## config.mk

```make
export PLATFORM = sky130hd
export DESIGN_NAME = two_level_page_table_walker_core
export DESIGN_NICKNAME = d
export VERILOG_FILES = /design/src/rtl/core/tlpw_pkg.sv /design/src/rtl/core/tlpw_step.sv /design/src/rtl/core/tlpw_rbuf.sv /design/src/rtl/core/two_level_page_table_walker_core.sv
export VERILOG_INCLUDE_DIRS = /design/src /design/src/rtl/core
export SDC_FILE = /design/constraint.sdc
export NUM_CORES = 1
export LEC_CHECK = 0
export ABC_AREA = 1
export BUFFER_PORTS_ARGS = -buffer_cell sky130_fd_sc_hd__buf_2
export CORE_MARGIN = 4
export CORE_UTILIZATION = 65
export CTS_BUF_LIST = sky130_fd_sc_hd__clkbuf_8
export CTS_CLUSTER_SIZE = 8
export DETAILED_ROUTE_END_ITERATION = 6
export HOLD_SLACK_MARGIN = 0.02
export PLACE_DENSITY_LB_ADDON = 0.1
export SLEW_MARGIN = 5
export SYNTH_ARGS = -nofsm -noshare
export SYNTH_HDL_FRONTEND = slang
export SYNTH_SLANG_ARGS = --single-unit
```

## constraint.sdc

```tcl
create_clock -name clk -period 13.7 [get_ports clk]
set_input_delay 2.055 -clock clk [delete_from_list [all_inputs] [get_ports clk]]
set_output_delay 2.055 -clock clk [all_outputs]
set_load 0.005 [all_outputs]
```

## src/rtl/core/two_level_page_table_walker_core_assert.svh

```systemverilog
// ----------------------------------------------------------------------------
// Page table walker assertion macros
// Shared concurrent assertion forms used by the walker RTL.
// ----------------------------------------------------------------------------
`ifndef TWO_LEVEL_PAGE_TABLE_WALKER_CORE_ASSERT_SVH
`define TWO_LEVEL_PAGE_TABLE_WALKER_CORE_ASSERT_SVH

// check on every clock edge outside reset
`define TLPW_ASSERT(name, prop, msg) \
  name: assert property (@(posedge clk) disable iff (rst) prop) \
    else $error(msg);

// check on every clock edge, reset included
`define TLPW_ASSERT_NR(name, prop, msg) \
  name: assert property (@(posedge clk) prop) \
    else $error(msg);

`endif

```

## src/rtl/core/tlpw_pkg.sv

```systemverilog
// ----------------------------------------------------------------------------
// Page table walker package
// Types, codes and helpers shared by the walker modules.
// ----------------------------------------------------------------------------
package tlpw_pkg;

  localparam int MAX_RESULTS  = 3;
  localparam int BIT_PRESENT  = 0;
  localparam int BIT_ACCESSED = 5;
  localparam int BIT_DIRTY    = 6;

  localparam logic [12:0] PAGE_BYTES = 13'd4096;

  localparam logic ACT_TRANSLATE = 1'b0;
  localparam logic ACT_RESPONSE  = 1'b1;

  localparam logic [1:0] KIND_READ  = 2'd0;
  localparam logic [1:0] KIND_WRITE = 2'd1;
  localparam logic [1:0] KIND_DONE  = 2'd2;

  localparam logic [1:0] STATUS_OK           = 2'd0;
  localparam logic [1:0] STATUS_CROSS        = 2'd1;
  localparam logic [1:0] STATUS_DIR_ABSENT   = 2'd2;
  localparam logic [1:0] STATUS_TABLE_ABSENT = 2'd3;

  typedef enum logic [1:0] {
    PH_IDLE  = 2'd0,
    PH_DIR   = 2'd1,
    PH_TABLE = 2'd2
  } walk_phase_t;

  typedef struct packed {
    logic        action;
    logic [31:0] virt_addr;
    logic        access_is_write;
    logic [3:0]  access_len;
    logic [31:0] mem_read_data;
  } item_t;

  typedef struct packed {
    walk_phase_t phase;
    logic [9:0]  dir_index;
    logic [9:0]  table_index;
    logic        write_pending;
    logic [31:0] dir_entry;
  } walk_t;

  typedef struct packed {
    logic [1:0]  kind;
    logic [31:0] mem_addr;
    logic [31:0] mem_write_data;
    logic [19:0] phys_frame;
    logic [1:0]  status;
    logic        last;
  } result_t;

  typedef struct packed {
    logic [1:0]                    count;
    result_t [MAX_RESULTS-1:0]     res;
  } batch_t;

  function automatic result_t make_result(input logic [1:0] kind, input logic [31:0] addr,
                                          input logic [31:0] data, input logic [19:0] frame,
                                          input logic [1:0] status);
    result_t r;
    r.kind           = kind;
    r.mem_addr       = addr;
    r.mem_write_data = data;
    r.phys_frame     = frame;
    r.status         = status;
    r.last           = 1'b0;
    return r;
  endfunction

endpackage

```

## src/rtl/core/tlpw_step.sv

```systemverilog
// ----------------------------------------------------------------------------
// Page table walker step logic
// Applies one request to the walk state and forms its batch of results.
// ----------------------------------------------------------------------------
module tlpw_step import tlpw_pkg::*; (
  input  walk_t       walk,
  input  logic [19:0] dir_frame,
  input  item_t       item,
  output walk_t       walk_next,
  output batch_t      batch
);

  always_comb begin
    logic [12:0] end_off;
    logic [31:0] de_addr;
    logic [31:0] pte_addr;
    logic [31:0] pte;
    logic [31:0] pte_upd_word;
    logic [1:0]  n;
    logic        dir_upd;
    logic        pte_upd;

    walk_next = walk;
    batch     = '0;
    n         = 2'd0;
    end_off   = {1'b0, item.virt_addr[11:0]} + {9'd0, item.access_len};
    de_addr   = {dir_frame, walk.dir_index, 2'b00};
    pte       = item.mem_read_data;
    pte_addr  = {walk.dir_entry[31:12], walk.table_index, 2'b00};
    dir_upd   = !walk.dir_entry[BIT_ACCESSED];
    pte_upd   = !pte[BIT_ACCESSED] || (!pte[BIT_DIRTY] && walk.write_pending);
    pte_upd_word = pte;
    pte_upd_word[BIT_ACCESSED] = 1'b1;
    pte_upd_word[BIT_DIRTY]    = pte[BIT_DIRTY] | walk.write_pending;

    if (item.action == ACT_TRANSLATE) begin
      if (end_off > PAGE_BYTES) begin
        walk_next.phase = PH_IDLE;
        batch.res[0] = make_result(KIND_DONE, '0, '0, '0, STATUS_CROSS);
        n = 2'd1;
      end else begin
        walk_next.dir_index     = item.virt_addr[31:22];
        walk_next.table_index   = item.virt_addr[21:12];
        walk_next.write_pending = item.access_is_write;
        walk_next.phase         = PH_DIR;
        batch.res[0] = make_result(KIND_READ, {dir_frame, item.virt_addr[31:22], 2'b00},
                                   '0, '0, STATUS_OK);
        n = 2'd1;
      end
    end else begin
      unique case (walk.phase)
        PH_DIR: begin
          walk_next.dir_entry = item.mem_read_data;
          if (!item.mem_read_data[BIT_PRESENT]) begin
            walk_next.phase = PH_IDLE;
            batch.res[0] = make_result(KIND_DONE, '0, '0, '0, STATUS_DIR_ABSENT);
          end else begin
            walk_next.phase = PH_TABLE;
            batch.res[0] = make_result(KIND_READ,
                                       {item.mem_read_data[31:12], walk.table_index, 2'b00},
                                       '0, '0, STATUS_OK);
          end
          n = 2'd1;
        end
        PH_TABLE: begin
          walk_next.phase = PH_IDLE;
          if (!pte[BIT_PRESENT]) begin
            batch.res[0] = make_result(KIND_DONE, '0, '0, '0, STATUS_TABLE_ABSENT);
            n = 2'd1;
          end else begin
            if (dir_upd) begin
              batch.res[n] = make_result(KIND_WRITE, de_addr,
                                         walk.dir_entry | 32'h0000_0020, '0, STATUS_OK);
              n = n + 2'd1;
            end
            if (pte_upd) begin
              batch.res[n] = make_result(KIND_WRITE, pte_addr, pte_upd_word, '0, STATUS_OK);
              n = n + 2'd1;
            end
            batch.res[n] = make_result(KIND_DONE, '0, '0, pte[31:12], STATUS_OK);
            n = n + 2'd1;
          end
        end
        default: begin
          walk_next.phase = PH_IDLE;
        end
      endcase
    end

    batch.count = n;
    if (n != 2'd0) begin
      batch.res[n - 2'd1].last = 1'b1;
    end
  end

endmodule

```

## src/rtl/core/tlpw_rbuf.sv

```systemverilog
// ----------------------------------------------------------------------------
// Page table walker result buffer
// Holds one request's batch of results and hands them out in order.
// ----------------------------------------------------------------------------
`include "two_level_page_table_walker_core_assert.svh"

module tlpw_rbuf import tlpw_pkg::*; (
  input  logic    clk,
  input  logic    rst,
  input  logic    load,
  input  batch_t  batch,
  input  logic    out_stall,
  output logic    free,
  output logic    out_valid,
  output result_t out_res
);

  result_t [MAX_RESULTS-1:0] ent;
  logic [1:0] n;
  logic [1:0] ptr;
  logic       at_last;

  assign out_valid = (n != 2'd0);
  assign out_res   = ent[ptr];
  assign at_last   = (ptr == n - 2'd1);
  assign free      = !out_valid || (!out_stall && at_last);

  always_ff @(posedge clk) begin
    if (rst) begin
      n   <= 2'd0;
      ptr <= 2'd0;
    end else if (load) begin
      n   <= batch.count;
      ptr <= 2'd0;
    end else if (out_valid && !out_stall) begin
      if (at_last) begin
        n   <= 2'd0;
        ptr <= 2'd0;
      end else begin
        ptr <= ptr + 2'd1;
      end
    end
  end

  always_ff @(posedge clk) begin
    if (load) begin
      ent <= batch.res;
    end
  end

  `TLPW_ASSERT(a_ptr_in_batch, out_valid |-> ptr < n, "result pointer past batch end")
  `TLPW_ASSERT(a_last_not_write, out_valid && out_res.last |-> out_res.kind != KIND_WRITE,
    "batch ends in a write request")
  `TLPW_ASSERT(a_empty_batch, load && batch.count == 2'd0 |=> !out_valid,
    "empty batch shows a result")

endmodule

```

## src/rtl/core/two_level_page_table_walker_core.sv

```systemverilog
// ----------------------------------------------------------------------------
// Two-level page table walker core
// Channel  | Direction | Handshake          | Payload
// in       | input     | in_valid/in_stall  | action, virt_addr, access_is_write,
//          |           |                    | access_len, mem_read_data
// out      | output    | out_valid/out_stall| result_kind, mem_addr, mem_write_data,
//          |           |                    | phys_frame, status, last
// cfg      | input     | cfg_valid/cfg_ready| page_dir_frame
// A request moves input register -> step logic -> result buffer; its first result
// is valid once the result buffer has loaded it. A request giving k results (zero to
// three) holds the result buffer until all k have left, so one request per cycle
// while each gives a single result and the output is not stalled. Synchronous reset
// idles the walk. A stalled output holds the buffer and in turn stalls the input.
// ----------------------------------------------------------------------------
`include "two_level_page_table_walker_core_assert.svh"

module two_level_page_table_walker_core import tlpw_pkg::*; (
  input  logic        clk,
  input  logic        rst,
  input  logic        cfg_valid,
  output logic        cfg_ready,
  input  logic [19:0] page_dir_frame,
  input  logic        in_valid,
  output logic        in_stall,
  input  logic        action,
  input  logic [31:0] virt_addr,
  input  logic        access_is_write,
  input  logic [3:0]  access_len,
  input  logic [31:0] mem_read_data,
  output logic        out_valid,
  input  logic        out_stall,
  output logic [1:0]  result_kind,
  output logic [31:0] mem_addr,
  output logic [31:0] mem_write_data,
  output logic [19:0] phys_frame,
  output logic [1:0]  status,
  output logic        last
);

  logic [19:0] dir_frame;
  logic        ir_valid;
  item_t       ir;
  item_t       item_in;
  walk_t       walk;
  walk_t       walk_next;
  batch_t      batch;
  result_t     out_res;
  logic        buf_free;
  logic        load;

  assign cfg_ready = 1'b1;
  assign item_in   = '{action: action, virt_addr: virt_addr,
                       access_is_write: access_is_write, access_len: access_len,
                       mem_read_data: mem_read_data};
  assign load      = ir_valid && buf_free;
  assign in_stall  = ir_valid && !buf_free;

  always_ff @(posedge clk) begin
    if (rst) begin
      dir_frame          <= '0;
      ir_valid           <= 1'b0;
      walk.phase         <= PH_IDLE;
      walk.dir_index     <= '0;
      walk.table_index   <= '0;
      walk.write_pending <= 1'b0;
    end else begin
      if (cfg_valid && cfg_ready) begin
        dir_frame <= page_dir_frame;
      end
      if (in_valid && !in_stall) begin
        ir_valid <= 1'b1;
      end else if (load) begin
        ir_valid <= 1'b0;
      end
      if (load) begin
        walk.phase         <= walk_next.phase;
        walk.dir_index     <= walk_next.dir_index;
        walk.table_index   <= walk_next.table_index;
        walk.write_pending <= walk_next.write_pending;
        walk.dir_entry     <= walk_next.dir_entry;
      end
    end
  end

  always_ff @(posedge clk) begin
    if (in_valid && !in_stall) begin
      ir <= item_in;
    end
  end

  tlpw_step u_step (
    .walk      (walk),
    .dir_frame (dir_frame),
    .item      (ir),
    .walk_next (walk_next),
    .batch     (batch)
  );

  tlpw_rbuf u_rbuf (
    .clk       (clk),
    .rst       (rst),
    .load      (load),
    .batch     (batch),
    .out_stall (out_stall),
    .free      (buf_free),
    .out_valid (out_valid),
    .out_res   (out_res)
  );

  assign result_kind    = out_res.kind;
  assign mem_addr       = out_res.mem_addr;
  assign mem_write_data = out_res.mem_write_data;
  assign phys_frame     = out_res.phys_frame;
  assign status         = out_res.status;
  assign last           = out_res.last;

  `TLPW_ASSERT(a_hold_request, ir_valid && !load |=> ir_valid && $stable(ir),
    "held request lost or changed")
  `TLPW_ASSERT(a_table_ends_walk,
    load && ir.action == ACT_RESPONSE && walk.phase == PH_TABLE |=> walk.phase == PH_IDLE,
    "walk not idle after table entry")
  `TLPW_ASSERT(a_fault_is_done, out_valid && status != STATUS_OK |-> result_kind == KIND_DONE,
    "fault status on a memory request")
  `TLPW_ASSERT_NR(a_reset_empty, rst |=> !ir_valid && !out_valid,
    "pipeline not empty after reset")

endmodule

```

==> metrics.yaml <==
outcome: "complete, no violations"
area_growth_pct: 13.19
period_share_pct: 34.49
final_nets: 1705
path_delay_family: "buffers and inverters"
hold_class: "reg -> reg"
yosysSeqAreaShare_pct: 66.46
globalRouteTotalUtil_pct: 26.92
reg2reg_depth: 11
p_leak_uw: 0.007056
port_buffers: 183
coreArea_mm2: 0.02203
drive_above_1_share_pct: 16.61
wirelength_mm: 34.00
die_w_um: 158.5
boundaryPins: 187
intPower_uw: 1609
relSlewSlack_pct: 18.32
vias: 10892
antenna_found_initial: 0
max_freq_ghz: 0.2117
powerDensity_mw_per_mm2: 125.6
yosysUniqueCellTypes: 40
ys.flop_type: "edfxtp_1"
skew_ns: 0.01813
cts_sinks: 342
fin_setup_tns_ns: 0
synthTopCellsByArea: "edfxtp_1 (60%), nor2_1 (9.1%), dfxtp_1 (6.5%)"
crit_start: "u_rbuf.ptr[1]"
hold_viol: 0
min_period_ns: 4.725
r2r-start: "u_rbuf.ptr[0]"
diodes: 0
cp.required_ns: 11.64
initial_core_util_pct: 66.87
clk_pin_slew_worst_paths_ns: 0.06
pwr-share-clk_pct: 36.0
critPathBufInv: 3
rsz0062_at_grt: "no"
drtIter0Drc: 1074
switching_share_pct: 23.12
syn_area_mm2: 0.01473
drc: 0
avgRoutedWirePerCell_um: 17.72
grt_pass1_vias: 10320
p_switching_uw: 484.0
cts_tree: "built"
root_buffer: "clkbuf_8"
nFillCells: 1485
critPathMaxFanout: 62
finalWorstSetupSlack_ns: 8.975
hold_buffers: 0
seq_power_share_pct: 57.1
yosysMostFrequentCell: "nor2_1"
clk_latency_ns: 0.56
finalSetupViolCount: 0
synth_edf_count: 294
dr.pass1.iters: 6
maxCapViolCount: 0
dp_hpwl_mm: 20.57
rows: 54
routed_via_density: 5.679
cts_setup_buffers: 0
grt_max_degree: 218
synth_warnings: 0
tightest_slew_ns: 1.223
cts_made_buffers: 53
async_flop_share_pct: 0
htreeDepth: 2
synth_top_area_share_pct: 59.94
r2r_slack_ns: 9.74
critPathLaunchType: "flip-flop"
die-area_mm2: 0.02513
cts_resized: 0
grt.overflow.total: 0
peakVddDrop_mv: 0.1098
critPathKind: "reg -> out"
synth_top_cell_by_area: "edfxtp_1"
slew_violations: 0
whs_ns: 0.4494
syn_inst: 1437
arrival_ns: 2.67
cp-endpoint: "mem_write_data[11]"
combPwrFrac_pct: 6.9
crit_path_max_incr_delay_ns: 0.79
endpoint_kind: "primary output"
gp_congestion: 0.8013
slowest_stage: "inv_2"
r2r-end: "walk[29]"
cts_buffer_depth: 3
syn_area_per_cell_um2: 10.25
cp.depth: 5
multi_input_area_mm2: 0.004068
seqCellArea_mm2: 0.009791
crit_chain: "buf_4 -> inv_2 -> o21ai_0 -> nor2_1 -> buf_2"
yosys-top-cells-count: "nor2_1 (356), edfxtp_1 (294), nand2_1 (177)"
grt_pass1_wl_mm: 53.01
dp_slack_ns: 8.972
die_h_um: 158.5
ant_nets: 0
ys_seq_elements: 342
## sequential cells by signal (all words and copies together) (netlist names)
name / flops
u_rbuf.ent: 192
ir: 70
walk: 55
dir_frame: 20
u_rbuf.n: 2
u_rbuf.ptr: 2
ir_valid: 1
## kinds of logic after synthesis
| kind of cell | synth area share [%] |
|---|---|
| and+or+nand+nor | 18.22 |
| DFF | 66.46 |
| buffers and inverters | 6.057 |
| AOI/OAI and AO/OA | 8.044 |
| adders and majority gates | 0.9854 |
| xor gates and xnor gates | 0.1784 |
| other | 0.05099 |
## metrics by stage
stage,util [%],total power (µW),instances,cell area (µm²)
final,75.69,2093,1918,16670
after detailed placement,71.46,1361,1824,15740
after CTS,75.69,2100,1918,16670
after global routing,75.69,2176,1918,16670
after floorplan,-,1300,1438,14730
after global placement,71.46,1355,1824,15740
## layer usage
metal	GRT usage [%]	routed length, µm
met2	45.55	17040
met5	0	0
met4	9.301	878
met3	4.050	2958
met1	36.09	13120
## power groups by stage
| stage | logic (µW) | clock network [µW] | registers (µW) |
|---|---|---|---|
| finish | 144 | 754 | 1200 |
| global route | 162 | 815 | 1200 |
| CTS | 145 | 760 | 1200 |
| detailed placement | 144 | 0 | 1220 |
| global placement | 140 | 0 | 1220 |
| floorplan | 87.6 | 0 | 1210 |
## final cells by class
| cell class | count | area share (%) |
|---|---|---|
| clock buffers | 58 | 4.788 |
| clock inverters | 36 | 0.8105 |
| inverters | 136 | 3.069 |
| multi-input cells | 871 | 24.40 |
| flip-flops and latches | 342 | 58.72 |
| well taps | 280 | 2.101 |
| repair buffers | 195 | 6.109 |
## how the worst min path moves through the flow
stage                 from  endpoint  slack, ns  depth (start not counted)
global route        ir[28]  walk[28]       0.48                          0
global placement     ir[1]   walk[1]       0.43                          0
finish              ir[10]  walk[10]       0.45                          0
floorplan            ir[5]   walk[5]       0.42                          0
CTS                 ir[10]  walk[10]       0.45                          0
detailed placement  ir[10]  walk[10]       0.44                          0
## layout by cell type (no fill, tap or decap), types with 23 or more instances in the layout
master and count:
clkbuf_8 58, dfxtp_1 47, edfxtp_1 294, o31ai_1 23, nand2_1 177, buf_2 183
nor3_1 23, nand3_1 66, nor2_1 356, o21ai_0 105, inv_1 162
(Power assumes the default switching activity.)
